## src/design/ktp_pkg.sv

```systemverilog
// ============================================================================
// ktp_pkg
// Types and constants shared by the trade profit controller and datapath.
// ============================================================================
package ktp_pkg;

    // Field widths.
    localparam int PRICE_W  = 16;
    localparam int PROFIT_W = 31;
    localparam int HOLD_W   = 33;
    localparam int CFG_W    = 5;

    // Default number of trade levels kept in the state memory.
    localparam int MAX_LEVELS_DEF = 16;

    // Reset value of the trade limit register.
    localparam logic [CFG_W-1:0] MAX_TRADES_RESET = 5'd2;

    // Input item of one transfer.
    typedef struct packed {
        logic [PRICE_W-1:0] price;
        logic               last;
    } in_item_t;

    // Result item of one transfer.
    typedef struct packed {
        logic [PROFIT_W-1:0] best_profit;
        logic                end_of_sequence;
    } out_item_t;

    // Controller states.
    typedef enum logic [1:0] {
        ST_IDLE,
        ST_RUN,
        ST_FINISH
    } ctl_state_t;

    // Commands from the controller to the datapath.
    typedef struct packed {
        logic load;
        logic step;
        logic emit;
    } dp_cmd_t;

    // Status from the datapath to the controller.
    typedef struct packed {
        logic cfg_zero;
        logic last_level;
        logic out_free;
    } dp_sts_t;

endpackage

```

## src/design/ktp_ctrl.sv

```systemverilog
// ============================================================================
// ktp_ctrl
// Controller that sequences one item through the trade levels.
// ============================================================================
module ktp_ctrl
    import ktp_pkg::*;
(
    input  logic       clk,
    input  logic       rst_n,
    input  logic       in_valid,
    output logic       in_stall,
    input  dp_sts_t    sts,
    output dp_cmd_t    cmd
);

    ctl_state_t state_reg;
    ctl_state_t state_next;

    // State register.
    always_ff @(posedge clk or negedge rst_n)
    begin
        if (!rst_n)
        begin
            state_reg <= ST_IDLE;
        end
        else
        begin
            state_reg <= state_next;
        end
    end

    // Next state: a zero limit skips the level walk entirely.
    always_comb
    begin
        state_next = state_reg;
        case (state_reg)
            ST_IDLE:
            begin
                if (in_valid)
                begin
                    state_next = sts.cfg_zero ? ST_FINISH : ST_RUN;
                end
            end
            ST_RUN:
            begin
                if (sts.last_level)
                begin
                    state_next = ST_FINISH;
                end
            end
            ST_FINISH:
            begin
                if (sts.out_free)
                begin
                    state_next = ST_IDLE;
                end
            end
            default:
            begin
                state_next = ST_IDLE;
            end
        endcase
    end

    // Outputs: datapath commands and the input stall.
    always_comb
    begin
        cmd      = '0;
        in_stall = 1'b1;
        case (state_reg)
            ST_IDLE:
            begin
                in_stall = 1'b0;
                cmd.load = in_valid;
            end
            ST_RUN:
            begin
                cmd.step = 1'b1;
            end
            ST_FINISH:
            begin
                cmd.emit = sts.out_free;
            end
            default:
            begin
                cmd = '0;
            end
        endcase
    end

endmodule

```

## src/design/ktp_dp.sv

```systemverilog
// ============================================================================
// ktp_dp
// Datapath: level state memory, shared add-compare unit and result register.
// ============================================================================
module ktp_dp
    import ktp_pkg::*;
#(
    parameter int MAX_LEVELS = MAX_LEVELS_DEF
)
(
    input  logic             clk,
    input  logic             rst_n,
    input  logic             cfg_we,
    input  logic [CFG_W-1:0] cfg_wdata,
    input  in_item_t         in_data,
    output logic             out_valid,
    input  logic             out_stall,
    output out_item_t        out_data,
    input  dp_cmd_t          cmd,
    output dp_sts_t          sts
);

    localparam int LVL_W = (MAX_LEVELS > 1) ? $clog2(MAX_LEVELS) : 1;

    localparam logic signed [HOLD_W-1:0] HOLD_RESET = {1'b1, {(HOLD_W-1){1'b0}}};
    localparam logic signed [HOLD_W:0]   PROFIT_MAX = {{(HOLD_W-PROFIT_W+1){1'b0}},
                                                       {PROFIT_W{1'b1}}};

    typedef struct packed {
        logic signed [HOLD_W-1:0] hold;
        logic [PROFIT_W-1:0]      sold;
    } lvl_entry_t;

    // Level state memory and its per-entry valid bits.
    lvl_entry_t             mem [MAX_LEVELS];
    logic [MAX_LEVELS-1:0]  valid_reg;
    lvl_entry_t             rd_word_reg;
    logic                   rd_valid_reg;
    logic [LVL_W-1:0]       rd_addr;

    // Item registers.
    logic [CFG_W-1:0]       max_trades_reg;
    logic [PRICE_W-1:0]     price_reg;
    logic                   last_reg;
    logic [LVL_W-1:0]       lvl_reg;
    logic [LVL_W-1:0]       last_lvl_reg;
    logic [PROFIT_W-1:0]    below_reg;
    logic [PROFIT_W-1:0]    result_reg;
    logic                   out_valid_reg;
    out_item_t              out_data_reg;

    // Unit signals.
    logic                      limit_big;
    logic [LVL_W-1:0]          last_lvl_next;
    logic                      at_last;
    logic signed [HOLD_W-1:0]  cur_hold;
    logic [PROFIT_W-1:0]       cur_sold;
    logic signed [HOLD_W:0]    sell_sum;
    logic signed [HOLD_W:0]    sold_ext;
    logic [PROFIT_W-1:0]       sold_new;
    logic signed [HOLD_W-1:0]  buy_cand;
    logic signed [HOLD_W-1:0]  hold_new;
    lvl_entry_t                wr_word;

    // Trade limit register.
    always_ff @(posedge clk or negedge rst_n)
    begin
        if (!rst_n)
        begin
            max_trades_reg <= MAX_TRADES_RESET;
        end
        else if (cfg_we)
        begin
            max_trades_reg <= cfg_wdata;
        end
    end

    // Active limit is clamped to the levels the memory holds.
    assign limit_big     = (32'(max_trades_reg) > MAX_LEVELS);
    assign last_lvl_next = limit_big ? LVL_W'(MAX_LEVELS - 1)
                                     : LVL_W'(max_trades_reg - 5'd1);
    assign at_last       = (lvl_reg == last_lvl_reg);

    // Read one level ahead of the level being updated.
    always_comb
    begin
        if (cmd.load || at_last)
        begin
            rd_addr = '0;
        end
        else
        begin
            rd_addr = lvl_reg + LVL_W'(1);
        end
    end

    // An entry never written since the last clear reads as its reset value.
    assign cur_hold = rd_valid_reg ? rd_word_reg.hold : HOLD_RESET;
    assign cur_sold = rd_valid_reg ? rd_word_reg.sold : '0;

    // Sell update: saturating add, then keep the larger profit.
    assign sell_sum = {cur_hold[HOLD_W-1], cur_hold} + $signed({2'b0, 16'(0), price_reg});
    assign sold_ext = $signed({3'b0, cur_sold});
    always_comb
    begin
        if (sell_sum > sold_ext)
        begin
            sold_new = (sell_sum > PROFIT_MAX) ? {PROFIT_W{1'b1}} : sell_sum[PROFIT_W-1:0];
        end
        else
        begin
            sold_new = cur_sold;
        end
    end

    // Buy update from the previous level's freshly sold profit.
    assign buy_cand = $signed({2'b0, below_reg}) - $signed({17'b0, price_reg});
    assign hold_new = (buy_cand > cur_hold) ? buy_cand : cur_hold;

    assign wr_word.hold = hold_new;
    assign wr_word.sold = sold_new;

    // Memory write and registered read.
    always_ff @(posedge clk)
    begin
        if (cmd.step)
        begin
            mem[lvl_reg] <= wr_word;
        end
        rd_word_reg <= mem[rd_addr];
    end

    // Valid bits: set on write, all cleared after a sequence ends.
    always_ff @(posedge clk or negedge rst_n)
    begin
        if (!rst_n)
        begin
            valid_reg    <= '0;
            rd_valid_reg <= 1'b0;
        end
        else
        begin
            rd_valid_reg <= valid_reg[rd_addr];
            if (cmd.emit && last_reg)
            begin
                valid_reg <= '0;
            end
            else if (cmd.step)
            begin
                valid_reg[lvl_reg] <= 1'b1;
            end
        end
    end

    // Item and level walk registers.
    always_ff @(posedge clk)
    begin
        if (cmd.load)
        begin
            price_reg    <= in_data.price;
            last_reg     <= in_data.last;
            lvl_reg      <= '0;
            last_lvl_reg <= last_lvl_next;
            below_reg    <= '0;
            result_reg   <= '0;
        end
        else if (cmd.step)
        begin
            lvl_reg    <= lvl_reg + LVL_W'(1);
            below_reg  <= sold_new;
            result_reg <= sold_new;
        end
    end

    // Output register.
    always_ff @(posedge clk or negedge rst_n)
    begin
        if (!rst_n)
        begin
            out_valid_reg <= 1'b0;
        end
        else if (cmd.emit)
        begin
            out_valid_reg <= 1'b1;
        end
        else if (!out_stall)
        begin
            out_valid_reg <= 1'b0;
        end
    end

    always_ff @(posedge clk)
    begin
        if (cmd.emit)
        begin
            out_data_reg.best_profit     <= result_reg;
            out_data_reg.end_of_sequence <= last_reg;
        end
    end

    assign out_valid = out_valid_reg;
    assign out_data  = out_data_reg;

    // Status to the controller.
    assign sts.cfg_zero   = (max_trades_reg == '0);
    assign sts.last_level = at_last;
    assign sts.out_free   = !out_valid_reg || !out_stall;

endmodule

```

## src/design/k_trade_profit_dp.sv

```systemverilog
// Result path: a result enters the output register once its item has walked the active trade
// levels (max_trades clamped to MAX_LEVELS), later only while the output is stalled.
// Items: one at a time; the input stays stalled until the previous result is emitted, and the one
// add-compare unit updates one trade level per cycle from the single state memory.
// Reset: max_trades returns to 2 and all level valid bits clear, so state reads reset values.
// ============================================================================
// k_trade_profit_dp
// Best stock trading profit with a configurable limit on buy-sell transactions.
// ============================================================================
module k_trade_profit_dp
    import ktp_pkg::*;
#(
    parameter int MAX_LEVELS = MAX_LEVELS_DEF
)
(
    input  logic             clk,
    input  logic             rst_n,
    input  logic             cfg_we,
    input  logic [CFG_W-1:0] cfg_wdata,
    input  logic             in_valid,
    output logic             in_stall,
    input  in_item_t         in_data,
    output logic             out_valid,
    input  logic             out_stall,
    output out_item_t        out_data
);

    dp_cmd_t cmd;
    dp_sts_t sts;

    // Sequencing of the level walk.
    ktp_ctrl u_ctrl (
        .clk      (clk),
        .rst_n    (rst_n),
        .in_valid (in_valid),
        .in_stall (in_stall),
        .sts      (sts),
        .cmd      (cmd)
    );

    // State memory, arithmetic and result register.
    ktp_dp #(
        .MAX_LEVELS (MAX_LEVELS)
    ) u_dp (
        .clk       (clk),
        .rst_n     (rst_n),
        .cfg_we    (cfg_we),
        .cfg_wdata (cfg_wdata),
        .in_data   (in_data),
        .out_valid (out_valid),
        .out_stall (out_stall),
        .out_data  (out_data),
        .cmd       (cmd),
        .sts       (sts)
    );

endmodule

```

## config.mk

```make
export PLATFORM = sky130hd
export DESIGN_NAME = k_trade_profit_dp
export DESIGN_NICKNAME = d
export VERILOG_FILES = /design/src/design/ktp_pkg.sv /design/src/design/ktp_ctrl.sv /design/src/design/ktp_dp.sv /design/src/design/k_trade_profit_dp.sv
export SDC_FILE = /design/constraint.sdc
export NUM_CORES = 2
export LEC_CHECK = 0
export BUFFER_PORTS_ARGS = -buffer_cell sky130_fd_sc_hd__buf_2
export CAP_MARGIN = 20
export CORE_ASPECT_RATIO = 0.8
export CORE_MARGIN = 3
export CORE_UTILIZATION = 45
export CTS_BUF_LIST = sky130_fd_sc_hd__clkbuf_8 sky130_fd_sc_hd__clkbuf_16
export DETAILED_ROUTE_END_ITERATION = 6
export PLACE_DENSITY_LB_ADDON = 0.25
export SYNTH_ARGS = -nofsm -noshare
export SYNTH_HDL_FRONTEND = slang
export SYNTH_SLANG_ARGS = --single-unit
```

## constraint.sdc

```tcl
create_clock -name clk -period 15.25 [get_ports clk]
set_input_delay 2.2875 -clock clk [delete_from_list [all_inputs] [get_ports clk]]
set_output_delay 2.2875 -clock clk [all_outputs]
set_load 0.03 [all_outputs]
```

==> results.cfg <==
[layout]
utilization = 0.506
largest_register_ffs = 1024
fillers = 9578
regArea_um2 = 35000
final_cell_mix = edfxtp_1 (1077), nand2_1 (376), o21ai_0 (230), a211oi_1 (205), or3_1 (204)
final_common_cell = edfxtp_1
nNetsFinal = 4016
area_growth_pct = 11.1
n_antenna_cell = 0
drive_gt1_frac = 0.109
multi_input_area_um2 = 15300
final_area_um2 = 57200

[synth]
yosysTopAreaCellShare = 0.628
synth_flop_cell = edfxtp_1
synth-edff-count = 1077
synth_top_cell_by_area = edfxtp_1
synthArstFlopShare = 0.0208
synth.avg_cell_area_um2 = 13.1
syn_area_um2 = 51500
yosysWarnings = 0
synth-seq-cells = 1201
synth_area_leaders = edfxtp_1 (63%), dfxtp_1 (3.9%), a211oi_1 (3.0%)
syn_inst = 3921
synth-seq-area-share = 0.679
syn-num-nets = 4041
ys_types = 89

[hold_path]
min_to = u_dp.valid_reg[15]
hold_start = u_dp.valid_reg[15]
hold_path.class = reg2reg
hold_path_depth = 1

[drt]
postRouteWirelength_um = 140000
wl_per_cell_um = 25.4
via_count = 33100
drc = 0
detail-route-antenna-nets = 0
drt_iter0_drc = 3785
wl_met2_um = 62500
wl_met3_um = 11000
vias_per_cell = 6.02
top_layer = met4
firstDrtPassIters = 7
wl_met1_um = 63700

[critical_path]
required_ns = 15.61
slowest_stage = nor2_1
crit_type = reg2reg
rrSetupSlack_ns = 7.80
crit_fanout = 46
worstPathArrival_ns = 7.81
r2r_end = u_dp.mem[15][19]
cp-start-kind = register
end_kind = register
cp_cell_sequence = buf_4, nand2_1, inv_1, ha_1, and4_1, o311a_1, nor2_1, o31a_1, or2_2, nor3_1, xnor2_1, ha_1, a21oi_1, nor2b_1, o21ai_0, nand2b_1, a21oi_1, and3b_1, o31a_1, o21a_1, o31ai_4, buf_4, a21boi_1, nor2_1
crit_path_max_incr_delay_ns = 0.88
ff2ff_path_depth = 24
timing.rr.start = u_dp.rd_valid_reg

[power]
p_leak_uw = 0.0188
power.density_nw_per_um2 = 253
peakVddDrop_mv = 0.229

[place]
gp_congestion = 0.910
dp_hpwl_um = 77900
placed_area_um2 = 53300
io_buffers = 60

[global_routing]
antenna_found_initial = 6
grt_overflow = 0
grt_max_degree = 197
gr-usage-all-layers = 0.233
grt_pass1_wl_um = 206000
grt_pass1_vias = 31000

[sta]
finClkSkew_ns = 0.0277
finalCriticalPeriod_ns = 7.45
min_period_over_period = 0.489
setup_viol = 0
tightest_slew_ns = 1.11
rsz0062_at_grt = false
fmax_mhz = 134
final-hold-violation-count = 0
slew_violations = 0
finalSetupTns_ns = 0
slew_headroom = 0.255

[outcome]
outcome = finished clean

[die]
initial_core_util = 0.455
fp.dieH_um = 308
num_io_pins = 61
die-area_um2 = 118000
core_area_um2 = 113000
rows = 110
die_x_um = 384

[clock_tree]
cts-root-buf = clkbuf_16
ctsResizeCount = 0
insertion_delay_ns = 0.72
htreeDepth = 3
cts_tree = yes
cts_num_sinks = 1201
hold_buffers = 0
cts_buffer_depth = 3
cts_buffers = 114
post_cts_buffers = 0
clkTransAtPathRegs_ns = 0.07

[flow_run]
drv_cap = 0
-- how the worst max path moves through the flow --
stage                            from  slack (ns)               end
floorplan           u_dp.rd_valid_reg        8.47    u_dp.mem[0][2]
global placement    u_dp.rd_valid_reg        7.99   u_dp.mem[3][30]
detailed placement  u_dp.rd_valid_reg        7.96   u_dp.mem[7][28]
CTS                 u_dp.rd_valid_reg        7.90  u_dp.mem[14][28]
global route        u_dp.rd_valid_reg        7.29   u_dp.mem[5][27]
finish              u_dp.rd_valid_reg        7.80  u_dp.mem[15][19]
-- worst max-delay path, delay by kind of cell (launching register included) --
family / cells / cell delay (ns)
fa+ha+maj: 2 / 0.62
compound gates: 9 / 1.94
flops: 1 / 0.68
buf+inv: 3 / 1.01
xor+xnor: 1 / 0.21
simple gates: 9 / 2.62
-- cells by family (layout without fill, tap and decap cells) --
group,after synthesis,after routing,share of synthesized area
simple gates,1114,1114,0.110
xor+xnor,68,68,0.0116
mux,36,36,0.00776
compound gates,1049,1049,0.141
buf+inv,353,429,0.0267
fa+ha+maj,100,100,0.0243
flops,1201,1201,0.679
-- routing by layer --
metal	global-route usage	up-vias
met3	0.0361	180
li1	-	15100
met2	0.352	1217
met1	0.353	16700
met5	0	-
met4	0.0591	0
-- metrics by stage --
| step | hold slack, ns | power (µW) | std cells | setup WS [ns] |
|---|---|---|---|---|
| 2_1_floorplan | 0.406 | 9560 | 3921 | 8.47 |
| 3_3_place_gp | 0.463 | 11500 | 5287 | 7.99 |
| 3_5_place_dp | 0.472 | 11600 | 5287 | 7.96 |
| 4_1_cts | 0.487 | 14400 | 5504 | 7.90 |
| 5_1_grt | 0.494 | 15300 | 5509 | 7.29 |
| 6_report | 0.485 | 14500 | 5509 | 7.80 |
-- synthesized netlist by cell type, types with 71 or more instances --
cell and number:
a21oi_1 122, nor3_1 95, o21ai_0 230, nand2_1 377, dfxtp_1 99, a211oi_1 206, ha_1 91, a31oi_1 76
or3_1 204, nor2_1 155, o211ai_1 136, inv_1 71, and2_1 150, clkbuf_1 253, edfxtp_1 1077
-- where the power goes --
group          total [µW]  internal (µW)  switching (µW)
Clock                2830           1600            1230
Combinational        6190           1860            4330
Sequential           5440           5100             342
Total               14500           8560            5900
-- final cells by class --
cell class | instances | area share
well taps | 1512 | 0.0331
flip-flops and latches | 1201 | 0.612
repair buffers | 139 | 0.0165
inverters | 73 | 0.00493
clock buffers | 124 | 0.0529
multi-input cells | 2367 | 0.268
clock inverters | 93 | 0.0128
Power figures use the tool's default switching activity.
